===== config.mk =====
export PLATFORM = sky130hd
export DESIGN_NAME = unix_seconds_to_calendar
export DESIGN_NICKNAME = d
export VERILOG_FILES = /design/src/design/ustc_pkg.sv /design/src/design/ustc_ctrl.sv /design/src/design/ustc_dp.sv /design/src/design/unix_seconds_to_calendar.sv
export SDC_FILE = /design/constraint.sdc
export NUM_CORES = 2
export LEC_CHECK = 0
export BUFFER_PORTS_ARGS = -buffer_cell sky130_fd_sc_hd__buf_2
export CORE_MARGIN = 1
export CORE_UTILIZATION = 54
export DETAILED_ROUTE_END_ITERATION = 6
export PLACE_DENSITY = 0.81
export SLEW_MARGIN = 20
export SYNTH_ARGS = -nofsm -noshare
export SYNTH_HDL_FRONTEND = slang
export SYNTH_SLANG_ARGS = --single-unit

===== constraint.sdc =====
create_clock -name clk -period 12.2 [get_ports clk]
set_clock_uncertainty 0.1 [all_clocks]
set_input_delay 0.61 -clock clk [delete_from_list [all_inputs] [get_ports clk]]
set_output_delay 0.61 -clock clk [all_outputs]
set_load 0.01 [all_outputs]

===== src/design/ustc_pkg.sv =====
`default_nettype none

package ustc_pkg;

	// field and datapath widths
	localparam int SecsW = 33;
	localparam int RemW  = 17;
	localparam int DaysW = 17;
	localparam int ZoneW = 5;
	localparam int InW   = 32;
	localparam int OutW  = 40;

	// configuration register indexes
	localparam logic REG_ZONE_ENABLE = 1'b0;
	localparam logic REG_ZONE_HOURS  = 1'b1;

	// datapath operations
	localparam logic [3:0] OP_NONE     = 4'd0;
	localparam logic [3:0] OP_LOAD     = 4'd1;
	localparam logic [3:0] OP_DAY      = 4'd2;
	localparam logic [3:0] OP_DAY_REM  = 4'd3;
	localparam logic [3:0] OP_HOUR     = 4'd4;
	localparam logic [3:0] OP_HOUR_REM = 4'd5;
	localparam logic [3:0] OP_MIN      = 4'd6;
	localparam logic [3:0] OP_MIN_REM  = 4'd7;
	localparam logic [3:0] OP_YEAR     = 4'd8;
	localparam logic [3:0] OP_MONTH    = 4'd9;
	localparam logic [3:0] OP_PUBLISH  = 4'd10;

	localparam logic [RemW-1:0] SecsPerDay  = 17'd86400;
	localparam logic [RemW-1:0] SecsPerHour = 17'd3600;
	localparam logic [RemW-1:0] SecsPerMin  = 17'd60;
	localparam logic [RemW-1:0] DaysPerWeek = 17'd7;

	// rounded-up reciprocals, exact over the operand ranges used
	localparam logic [26:0] DayRecip  = 27'd101806633; // 2^36 / 675, after a shift by 7
	localparam logic [17:0] WeekRecip = 18'd149797;    // 2^20 / 7
	localparam logic [17:0] HourRecip = 18'd149131;    // 2^29 / 3600
	localparam logic [12:0] MinRecip  = 13'd4370;      // 2^18 / 60

	typedef struct packed {
		logic [3:0] op;
	} cmd_t;

	typedef struct packed {
		logic year_done;
		logic month_done;
	} stat_t;

	// years 1970..2225: multiples of four except the two non-leap centuries
	function automatic logic is_leap(input logic [7:0] off);
		logic [11:0] y;
		y = 12'd1970 + {4'd0, off};
		return (y[1:0] == 2'd0) && (y != 12'd2100) && (y != 12'd2200);
	endfunction

	function automatic logic [4:0] month_len(input logic [3:0] m, input logic leap);
		logic [4:0] n;
		case (m)
			4'd2:                      n = leap ? 5'd29 : 5'd28;
			4'd4, 4'd6, 4'd9, 4'd11:   n = 5'd30;
			default:                   n = 5'd31;
		endcase
		return n;
	endfunction

endpackage

`default_nettype wire


===== src/design/ustc_ctrl.sv =====
`default_nettype none

module ustc_ctrl (
	input  wire logic           clk,
	input  wire logic           arst_n,
	input  wire logic           s_tvalid,
	output logic                s_tready,
	output logic                m_tvalid,
	input  wire logic           m_tready,
	input  wire ustc_pkg::stat_t stat,
	output ustc_pkg::cmd_t      cmd
);

	localparam logic [3:0] ST_IDLE     = 4'd0;
	localparam logic [3:0] ST_DAY      = 4'd1;
	localparam logic [3:0] ST_DAY_REM  = 4'd2;
	localparam logic [3:0] ST_HOUR     = 4'd3;
	localparam logic [3:0] ST_HOUR_REM = 4'd4;
	localparam logic [3:0] ST_MIN      = 4'd5;
	localparam logic [3:0] ST_MIN_REM  = 4'd6;
	localparam logic [3:0] ST_YEARS    = 4'd7;
	localparam logic [3:0] ST_MONTHS   = 4'd8;
	localparam logic [3:0] ST_DONE     = 4'd9;

	logic [3:0] state_q, state_d;
	logic       m_tvalid_q;
	logic       publish;

	assign s_tready = (state_q == ST_IDLE);
	assign m_tvalid = m_tvalid_q;
	assign publish  = (state_q == ST_DONE) && (!m_tvalid_q || m_tready);

	// next state and command
	always_comb begin
		state_d = state_q;
		cmd.op  = ustc_pkg::OP_NONE;
		case (state_q)
			ST_IDLE: begin
				if (s_tvalid) begin
					cmd.op  = ustc_pkg::OP_LOAD;
					state_d = ST_DAY;
				end
			end
			ST_DAY: begin
				cmd.op  = ustc_pkg::OP_DAY;
				state_d = ST_DAY_REM;
			end
			ST_DAY_REM: begin
				cmd.op  = ustc_pkg::OP_DAY_REM;
				state_d = ST_HOUR;
			end
			ST_HOUR: begin
				cmd.op  = ustc_pkg::OP_HOUR;
				state_d = ST_HOUR_REM;
			end
			ST_HOUR_REM: begin
				cmd.op  = ustc_pkg::OP_HOUR_REM;
				state_d = ST_MIN;
			end
			ST_MIN: begin
				cmd.op  = ustc_pkg::OP_MIN;
				state_d = ST_MIN_REM;
			end
			ST_MIN_REM: begin
				cmd.op  = ustc_pkg::OP_MIN_REM;
				state_d = ST_YEARS;
			end
			ST_YEARS: begin
				cmd.op = ustc_pkg::OP_YEAR;
				if (stat.year_done) begin
					state_d = ST_MONTHS;
				end
			end
			ST_MONTHS: begin
				cmd.op = ustc_pkg::OP_MONTH;
				if (stat.month_done) begin
					state_d = ST_DONE;
				end
			end
			ST_DONE: begin
				if (publish) begin
					cmd.op  = ustc_pkg::OP_PUBLISH;
					state_d = ST_IDLE;
				end
			end
			default: begin
				state_d = ST_IDLE;
			end
		endcase
	end

	// state and result valid
	always_ff @(posedge clk or negedge arst_n) begin
		if (!arst_n) begin
			state_q    <= ST_IDLE;
			m_tvalid_q <= 1'b0;
		end else begin
			state_q <= state_d;
			if (publish) begin
				m_tvalid_q <= 1'b1;
			end else if (m_tready) begin
				m_tvalid_q <= 1'b0;
			end
		end
	end

endmodule

`default_nettype wire


===== src/design/ustc_dp.sv =====
`default_nettype none

module ustc_dp (
	input  wire logic                        clk,
	input  wire logic                        arst_n,
	input  wire logic                        cfg_we,
	input  wire logic                        cfg_index,
	input  wire logic [ustc_pkg::ZoneW-1:0]  cfg_data,
	input  wire logic [ustc_pkg::InW-1:0]    in_secs,
	input  wire ustc_pkg::cmd_t              cmd,
	output ustc_pkg::stat_t                  stat,
	output logic [ustc_pkg::OutW-1:0]        out_data
);

	localparam int SW = ustc_pkg::SecsW;
	localparam int RW = ustc_pkg::RemW;
	localparam int DW = ustc_pkg::DaysW;

	logic                          zone_en_q;
	logic [ustc_pkg::ZoneW-1:0]    zone_q;
	logic [SW-1:0]                 num_q;
	logic [RW-1:0]                 r_q;
	logic [DW-1:0]                 days_q;
	logic [14:0]                   wq_q;
	logic [4:0]                    hour_q;
	logic [5:0]                    minute_q;
	logic [5:0]                    second_q;
	logic [2:0]                    weekday_q;
	logic [7:0]                    year_q;
	logic [3:0]                    month_q;
	logic [ustc_pkg::OutW-1:0]     out_q;

	logic signed [4:0]  zone_adj;
	logic signed [17:0] shift;
	logic signed [34:0] shifted;
	logic [SW-1:0]      start_secs;
	logic [52:0]        day_prod;
	logic [SW-1:0]      day_base;
	logic [SW-1:0]      day_rem;
	logic [DW-1:0]      wk_in;
	logic [34:0]        wk_prod;
	logic [DW-1:0]      wk_base;
	logic [DW-1:0]      wk_diff;
	logic [34:0]        hr_prod;
	logic [RW-1:0]      hr_base;
	logic [24:0]        mn_prod;
	logic [RW-1:0]      mn_base;
	logic [RW-1:0]      sc_diff;
	logic [8:0]         ylen;
	logic [4:0]         mlen;
	logic               yr_done;
	logic               mo_done;

	// configuration registers
	always_ff @(posedge clk or negedge arst_n) begin
		if (!arst_n) begin
			zone_en_q <= 1'b0;
			zone_q    <= 5'd8;
		end else if (cfg_we) begin
			case (cfg_index)
				ustc_pkg::REG_ZONE_ENABLE: zone_en_q <= cfg_data[0];
				default:                   zone_q    <= cfg_data;
			endcase
		end
	end

	// zone shift, negative zones raised by one, clamped at zero
	always_comb begin
		zone_adj = $signed(zone_q);
		if (zone_adj < 0) begin
			zone_adj = zone_adj + 5'sd1;
		end
		shift   = 18'(zone_adj * 18'sd3600);
		shifted = $signed({3'b000, in_secs});
		if (zone_en_q) begin
			shifted = shifted + 35'(shift);
		end
		start_secs = shifted[34] ? '0 : shifted[SW-1:0];
	end

	// days: seconds / 128 times the reciprocal of 675
	assign day_prod = {27'd0, num_q[SW-1:7]} * {26'd0, ustc_pkg::DayRecip};
	assign day_base = {16'd0, days_q} * {16'd0, ustc_pkg::SecsPerDay};
	assign day_rem  = num_q - day_base;

	// weekday from days plus four, modulo seven
	assign wk_in   = days_q + 17'd4;
	assign wk_prod = {18'd0, wk_in} * {17'd0, ustc_pkg::WeekRecip};
	assign wk_base = {2'd0, wq_q} * ustc_pkg::DaysPerWeek;
	assign wk_diff = wk_in - wk_base;

	// hour, minute and second from the seconds of the day
	assign hr_prod = {18'd0, r_q} * {17'd0, ustc_pkg::HourRecip};
	assign hr_base = {12'd0, hour_q} * ustc_pkg::SecsPerHour;
	assign mn_prod = {13'd0, r_q[11:0]} * {12'd0, ustc_pkg::MinRecip};
	assign mn_base = {11'd0, minute_q} * ustc_pkg::SecsPerMin;
	assign sc_diff = r_q - mn_base;

	// year and month tests
	assign ylen    = ustc_pkg::is_leap(year_q) ? 9'd366 : 9'd365;
	assign mlen    = ustc_pkg::month_len(month_q, ustc_pkg::is_leap(year_q));
	assign yr_done = days_q < {8'd0, ylen};
	assign mo_done = (days_q < {12'd0, mlen}) || (month_q >= 4'd12);
	assign stat    = '{year_done: yr_done, month_done: mo_done};

	always_ff @(posedge clk) begin
		case (cmd.op)
			ustc_pkg::OP_LOAD: begin
				num_q   <= start_secs;
				year_q  <= 8'd0;
				month_q <= 4'd1;
			end
			ustc_pkg::OP_DAY: begin
				days_q <= day_prod[52:36];
			end
			ustc_pkg::OP_DAY_REM: begin
				r_q  <= day_rem[RW-1:0];
				wq_q <= wk_prod[34:20];
			end
			ustc_pkg::OP_HOUR: begin
				hour_q    <= hr_prod[33:29];
				weekday_q <= wk_diff[2:0];
			end
			ustc_pkg::OP_HOUR_REM: begin
				r_q <= r_q - hr_base;
			end
			ustc_pkg::OP_MIN: begin
				minute_q <= mn_prod[23:18];
			end
			ustc_pkg::OP_MIN_REM: begin
				second_q <= sc_diff[5:0];
			end
			ustc_pkg::OP_YEAR: begin
				if (!yr_done) begin
					days_q <= days_q - {8'd0, ylen};
					year_q <= year_q + 8'd1;
				end
			end
			ustc_pkg::OP_MONTH: begin
				if (!mo_done) begin
					days_q  <= days_q - {12'd0, mlen};
					month_q <= month_q + 4'd1;
				end
			end
			ustc_pkg::OP_PUBLISH: begin
				out_q <= {3'b000, weekday_q, second_q, minute_q, hour_q,
					days_q[4:0] + 5'd1, month_q, year_q};
			end
			default: begin
			end
		endcase
	end

	assign out_data = out_q;

endmodule

`default_nettype wire


===== src/design/unix_seconds_to_calendar.sv =====
// channel  | dir | handshake         | payload
// s        | in  | s_tvalid/s_tready | s_tdata: unix_seconds
// m        | out | m_tvalid/m_tready | m_tdata: year_offset .. weekday
// cfg      | in  | cfg_we            | cfg_index, cfg_data
//
// one request at a time: day, hour and minute multiply and remainder steps,
// then a walk over the years (up to 136) and over the months (up to 11),
// then a publish step that waits until the output register is free;
// the result sits in an output register, so a new request is taken while
// the previous result waits for m_tready; the next result waits behind it
// reset: zone shift off, zone number 8, no result pending

`default_nettype none

module unix_seconds_to_calendar (
	input  wire logic        clk,
	input  wire logic        arst_n,
	input  wire logic        s_tvalid,
	output logic             s_tready,
	input  wire logic [31:0] s_tdata,   // [31:0] unix_seconds
	output logic             m_tvalid,
	input  wire logic        m_tready,
	// [7:0] year_offset, [11:8] month, [16:12] day, [21:17] hour,
	// [27:22] minute, [33:28] second, [36:34] weekday, [39:37] zero
	output logic [39:0]      m_tdata,
	input  wire logic        cfg_we,
	input  wire logic        cfg_index,
	input  wire logic [4:0]  cfg_data
);

	ustc_pkg::cmd_t  cmd;
	ustc_pkg::stat_t stat;

	ustc_ctrl u_ctrl (
		.clk      (clk),
		.arst_n   (arst_n),
		.s_tvalid (s_tvalid),
		.s_tready (s_tready),
		.m_tvalid (m_tvalid),
		.m_tready (m_tready),
		.stat     (stat),
		.cmd      (cmd)
	);

	ustc_dp u_dp (
		.clk       (clk),
		.arst_n    (arst_n),
		.cfg_we    (cfg_we),
		.cfg_index (cfg_index),
		.cfg_data  (cfg_data),
		.in_secs   (s_tdata),
		.cmd       (cmd),
		.stat      (stat),
		.out_data  (m_tdata)
	);

endmodule

`default_nettype wire


After elaboration in Yosys (flattened, before gate mapping):

Cells that the tools add are included.

* bits in registers: 162
* input port bits: 43
* output and inout bits: 42
* logic and storage cells: 120

* add/subtract/negate cells: 13
* multiply operators: 9
* order comparisons: 4
* eq/ne operators: 32
* mux-type cells: 23
* bitwise logic cells: 2
* reductions and logical operators: 21

Operators by type and width (number)
* $pmux 4 s10: 2
* $mul 26x27->53 const B: 1
* $pmux 17 s3: 1
* $eq 4x3->1 const B: 10
* $mul 17x18->35 const B: 1
* $mux 35: 1
* $add 33x18->34: 1
* $mul 17x18->34 const B: 1
* $mux 17: 2
* $pmux 17 s2: 1
* $sub 17x17->17: 2
* $eq 4x4->1 const B: 7
* $mux 4: 6
* $ne 12x12->1 const B: 2
* $mul 12x12->23 const B: 1
* $eq 4x2->1 const B: 5
* $add 17x3->17 const B: 1
* $lt 17x5->1: 1
* $lt 17x9->1: 1
* $mul 17x10->10 const B: 1
* $sub 17x5->17: 1
* $sub 17x9->17: 1
* $pmux 8 s2: 1
* $mul 15x3->3 const B: 1
* other kinds (34): 52

Logic depth before layout (Yosys ltp):

* depth in word-level cells: 10
* mapped depth: 27
* mapped depth without buffers: 26

Hierarchy:

Synthesis repeated with hierarchy kept, for this count alone.

* cell total of the unflattened synthesis: 2948
* area, all modules: 29047.9 µm²

By module, submodules not included
* ustc_dp: instances 1, cells an instance 2911, area an instance 28730.1 µm², seq. area each 4325.4 µm²
* ustc_ctrl: instances 1, cells an instance 37, area an instance 317.8 µm², seq. area each 125.1 µm²

Worst setup path after synthesis:

OpenSTA, ideal clock, no wires.

* path type: flip-flop to flip-flop
* start: register u_dp.num_q[13]
* end: register u_dp.days_q[14] (data pin)
* setup time: 0.276 ns
* arrival time: 5.802 ns
* data required time: 11.824 ns
* path slack: 6.022 ns
* cell stages (with the launch flop): 24
* path buffers: 0
* clock period less this slack: 6.178 ns
* path through: edfxtp_1 -> inv_1 -> ha_1 -> inv_1 -> fa_1 -> ha_1 -> inv_1 -> fa_1 -> inv_1 -> fa_1 -> fa_1 -> inv_1 -> fa_1 -> inv_1 -> ha_1 -> and4_1 -> nand4_1 -> or2_1 -> a211oi_1 -> a21oi_1 -> o21ai_2 -> a31oi_1 -> xor2_1 -> o221ai_1

* longest elaborated chain between the ends: 2

RTL lines
* start, declared: RTL line ustc_dp.sv:21 `logic [SW-1:0] num_q;`
* start signal, assigned: RTL line ustc_dp.sv:109 `num_q <= start_secs;`
* $mul 26x27->53: RTL line ustc_dp.sv:82 `assign day_prod = {27'd0, num_q[SW-1:7]} * {26'd0, ustc_pkg::DayRecip};`
* $pmux 17 s3: RTL line ustc_dp.sv:107 `case (cmd.op)`
* end signal, assigned: RTL line ustc_dp.sv:114 `days_q <= day_prod[52:36];`
* end signal, assigned: RTL line ustc_dp.sv:135 `days_q <= days_q - {8'd0, ylen};`
* end signal, assigned: RTL line ustc_dp.sv:141 `days_q <= days_q - {12'd0, mlen};`
* end, declared: RTL line ustc_dp.sv:23 `logic [DW-1:0] days_q;`

Every way passes these cells.
A chain may end at the register's enable or synchronous reset.

Worst setup path after layout:

* start: register u_dp.zone_q[4] (netlist name)
* end: register u_dp.num_q[21] (data pin)

* longest elaborated chain between the ends: 5
* elaborated cells between the ends (all ways): 6
* classes of those cells: 2 x add/sub; 1 x mul; 1 x order compare; 2 x mux

RTL lines
* start, declared: RTL line ustc_dp.sv:20 `logic [ustc_pkg::ZoneW-1:0] zone_q;`
* start signal, assigned: RTL line ustc_dp.sv:62 `default: zone_q <= cfg_data;`
* $add 5x2->5 or $lt 5x1->1 (tied branches): RTL line ustc_dp.sv:71, ustc_dp.sv:70
* $mux 5 (*): RTL line ustc_dp.sv:70 `if (zone_adj < 0) begin`
* $mul 5x9->14 (*): RTL line ustc_dp.sv:73 `shift = 18'(zone_adj * 18'sd3600);`
* $add 33x18->34 (*): RTL line ustc_dp.sv:76 `shifted = shifted + 35'(shift);`
* $mux 35 (*): RTL line ustc_dp.sv:75 `if (zone_en_q) begin`

Every way passes the cells marked *; elsewhere a longest branch is shown, timed or not.

==> results.ini <==
[status]
outcome=completed

[detailed_routing]
routed-wl-met2_um=32200
drt_iter0_drc=1343
drt_wl_total_um=65800
drc_errors=0
routed_via_density=5.60
wl_per_cell_um=18.2
dr.pass1.iters=6
dr.max_layer_used=met4
vias=20200
ant_nets=0
wl_met1_um=27800
dr_wl_met3_um=3400

[finish]
fin_nets=3985
ff_latch_area_sq_um=4450
multiInputGateArea_sq_um=21600
area.growth.synth_to_final_pct=6.29
drive_gt1_share_pct=5.78
fillerInstances=4324
fin_cells=3613

[die]
core-area_sq_um=52600
ios=85
chipHeight_um=233
initial_utilization_pct=54.6
die_area_sq_um=54100
die_x_um=233
num_rows=84

[worst_hold_path]
hp-class=input pin to register
holdPathStages=2

[clocking]
ctsHoldBuffers=1
cts_tree=done
cts_buffer_depth=2
htree_levels=4
root_buffer=clkbuf_16
cts_setup_buffers=0
cts_resized=0
path_clk_slew_ps=80
clock_latency_ps=470
numCtsBuffers=17
cts_sinks=150

[timing]
post-route-min-period_ps=6950
final-hold-violation-count=0
rsz0062_at_grt=false
report.final.slew_viol_count=0
post-route-period-util_pct=56.9
tightest_slew_ps=1010
clock.fmax_ghz=0.144
setup_tns_ps=0
setup_viol=0
relSlewSlack_pct=31.9

[place]
gp_congestion=1.01
dp_hpwl_um=55700
io_buffers=81
dp.cells=3578

[critical_path]
cp-end-kind=register
critPathLaunch=u_dp.zone_q[4]
cpMaxStageDelayCell=xnor2_1
cp_num_cells=21
rr_startpoint=u_dp.zone_q[4]
start_kind=register
cp-endpoint=u_dp.num_q[21]
reg2reg_slack_ps=5250
path_class=register to register
cp.required_ps=12380
cp_num_buf_inv=1
path_cells=nand4_1 > xnor2_1 > fa_1 > fa_1 > fa_1 > inv_1 > fa_1 > a21oi_1 > nor2_1 > nor2_1 > nor2b_1 > mux2_2 > ha_1 > a2111oi_0 > o21ai_0 > nand3_1 > a31oi_4 > a21oi_2 > xor2_2 > nand2_4 > o32ai_2
path_max_fanout=28
reg2reg_depth=21
cpPeakStageDelay_ps=570
arrival_ps=7130
cp_top_family=adder cells
r2r_end=u_dp.num_q[21]
cpMostUsedCell=fa_1

[logic_synthesis]
seq_area_frac_synth_pct=15.5
synth_xor_xnor_area_share_pct=4.57
synthAdderAreaFrac_pct=53.4
synth_compound_area_share_pct=10.6
syn_area_per_cell_sq_um=10.1
syn_inst=2838
synthSimpleGateAreaFrac_pct=6.05
ys_async_sr_fraction_pct=7.33
syn_area_sq_um=28700
netlist_top_cells_area=ha_1 (31%), fa_1 (23%), edfxtp_1 (15%)
synthMuxAreaShare_pct=0.458
synth_top_family_by_area=adder cells
ys_ff_latch=150
yosysWarnings=0
synth-main-ff-cell=edfxtp_1
synth_top_area_share_pct=30.8
synth_cell_types=83
synth_edf_count=139
yosysTopAreaCell=ha_1

[global_routing]
grt_pass1_vias=21100
grt_first_pass_wirelength_um=107000
grtUsageTotal_pct=25.3
grt_max_degree=38
grt_overflow_total=0
grt_antenna_before_repair=0

[job]
maxCapViolCount=0

==> through the flow <==
step | worst slack, ps | instance area, sq um | hold WS, ps | utilization (%)
finish | 5250 | 30500 | 249 | 58.1
global route | 4730 | 30500 | 255 | 58.1
CTS | 5280 | 30500 | 227 | 58.0
detailed placement | 5340 | 29900 | 305 | 56.8
global placement | 5490 | 29900 | 303 | 56.8
floorplan | 6020 | 28700 | 214 | -
==> layout make-up <==
type | instances | share of cell area (%)
Clock inverter | 15 | 0.586
Sequential cell | 150 | 14.6
Clock buffer | 17 | 1.39
Multi-Input combinational cell | 1978 | 70.7
Tap cell | 688 | 2.82
Inverter | 675 | 8.30
Antenna cell | 1 | 0.00820
Timing Repair Buffer | 89 | 1.57
==> kinds of logic after synthesis <==
| kind of cell | count (synthesis) |
|---|---|
| and+or+nand+nor | 345 |
| AOI/OAI and AO/OA | 438 |
| xor gates and xnor gates | 149 |
| muxes | 12 |
| buffers and inverters | 712 |
| DFF | 150 |
| other | 1 |
| adders and majority gates | 1031 |
==> synthesized netlist by cell type (5+ instances only) <==
master and number:
nor2b_1 18, a221oi_1 8, inv_1 674, nor4_1 6
nand2_1 82, nand4_1 17, fa_1 324, a21oi_1 106
a2111oi_0 5, and3_1 12, a31oi_1 13, o221ai_1 7
edfxtp_1 139, clkbuf_1 28, or3_1 8, o21ai_0 78
o21a_1 13, xnor2_1 101, o22ai_1 22, o2bb2ai_2 7
o21bai_1 14, or2_2 5, nor3_1 27, ha_1 707
o211ai_1 15, nand2b_1 19, nor2_1 75, xor2_1 47
and4_1 10, a21o_1 54, o22ai_2 7, nand3_1 36
o2111ai_1 6, a211oi_1 16, and2_1 16, nor3b_1 5
mux2_2 9, dfrtp_1 10, a21boi_0 8
==> state kept, by name, summed over array words and instances, names as in the netlist, 5 cells and up <==
| name | count |
|---|---|
| u_dp.zone_q | 5 |
| u_dp.minute_q | 6 |
| u_dp.second_q | 6 |
| u_dp.r_q | 17 |
| u_dp.num_q | 33 |
| u_dp.year_q | 8 |
| u_dp.hour_q | 5 |
| u_dp.days_q | 17 |
| u_dp.out_data | 37 |
==> routing by layer <==
layer / up-vias / GRT usage, %
met5: - / 0
met4: 0 / 9.82
met3: 128 / 3.87
met2: 580 / 43.2
met1: 9858 / 32.0
li1: 9675 / -
==> worst reg2reg max path: cells and delay by family, from the launching register on <==
kind / cells / cell delay, ps
adder cells (fa/ha/maj): 5 / 2510
AO/OA/AOI/OAI: 6 / 1480
AND/OR/NAND/NOR: 6 / 880
XOR/XNOR: 2 / 780
multiplexers: 1 / 520
flip-flops: 1 / 430
buffers and inverters: 1 / 70
==> worst min path at each step <==
| stage | start | end | slack, ps |
|---|---|---|---|
| 2_1_floorplan | arst_n | u_ctrl.m_tvalid | 210 |
| 3_3_place_gp | u_dp.weekday_q[2] | u_dp.out_data[36] | 300 |
| 3_5_place_dp | u_dp.second_q[0] | u_dp.out_data[28] | 310 |
| 4_1_cts | m_tready | u_ctrl.m_tvalid | 230 |
| 5_1_grt | m_tready | u_ctrl.m_tvalid | 250 |
| 6_report | m_tready | u_ctrl.m_tvalid | 250 |
==> cells in the final DEF (no fill, tap or decap), types with 7 or more instances in the layout <==
cell type,netlist,layout
a211oi_1,16,16
a21boi_0,8,8
a21o_1,54,54
a21oi_1,106,106
a221oi_1,8,8
a31oi_1,13,13
and2_1,16,16
and3_1,12,12
and4_1,10,10
buf_2,1,81
clkbuf_16,0,17
dfrtp_1,10,10
edfxtp_1,139,139
fa_1,324,324
ha_1,707,707
inv_1,674,674
mux2_2,9,9
nand2_1,82,82
nand2b_1,19,19
nand3_1,36,36
nand4_1,17,17
nor2_1,75,73
nor2b_1,18,18
nor3_1,27,27
o211ai_1,15,15
o21a_1,13,13
o21ai_0,78,78
o21bai_1,14,14
o221ai_1,7,7
o22ai_1,22,22
o22ai_2,7,7
o2bb2ai_2,7,7
or3_1,8,8
xnor2_1,101,101
xor2_1,47,47
Power is left out: the tool's default activity adds up to more than one toggle a clock period on the data nets, which glitch-free logic cannot reach.
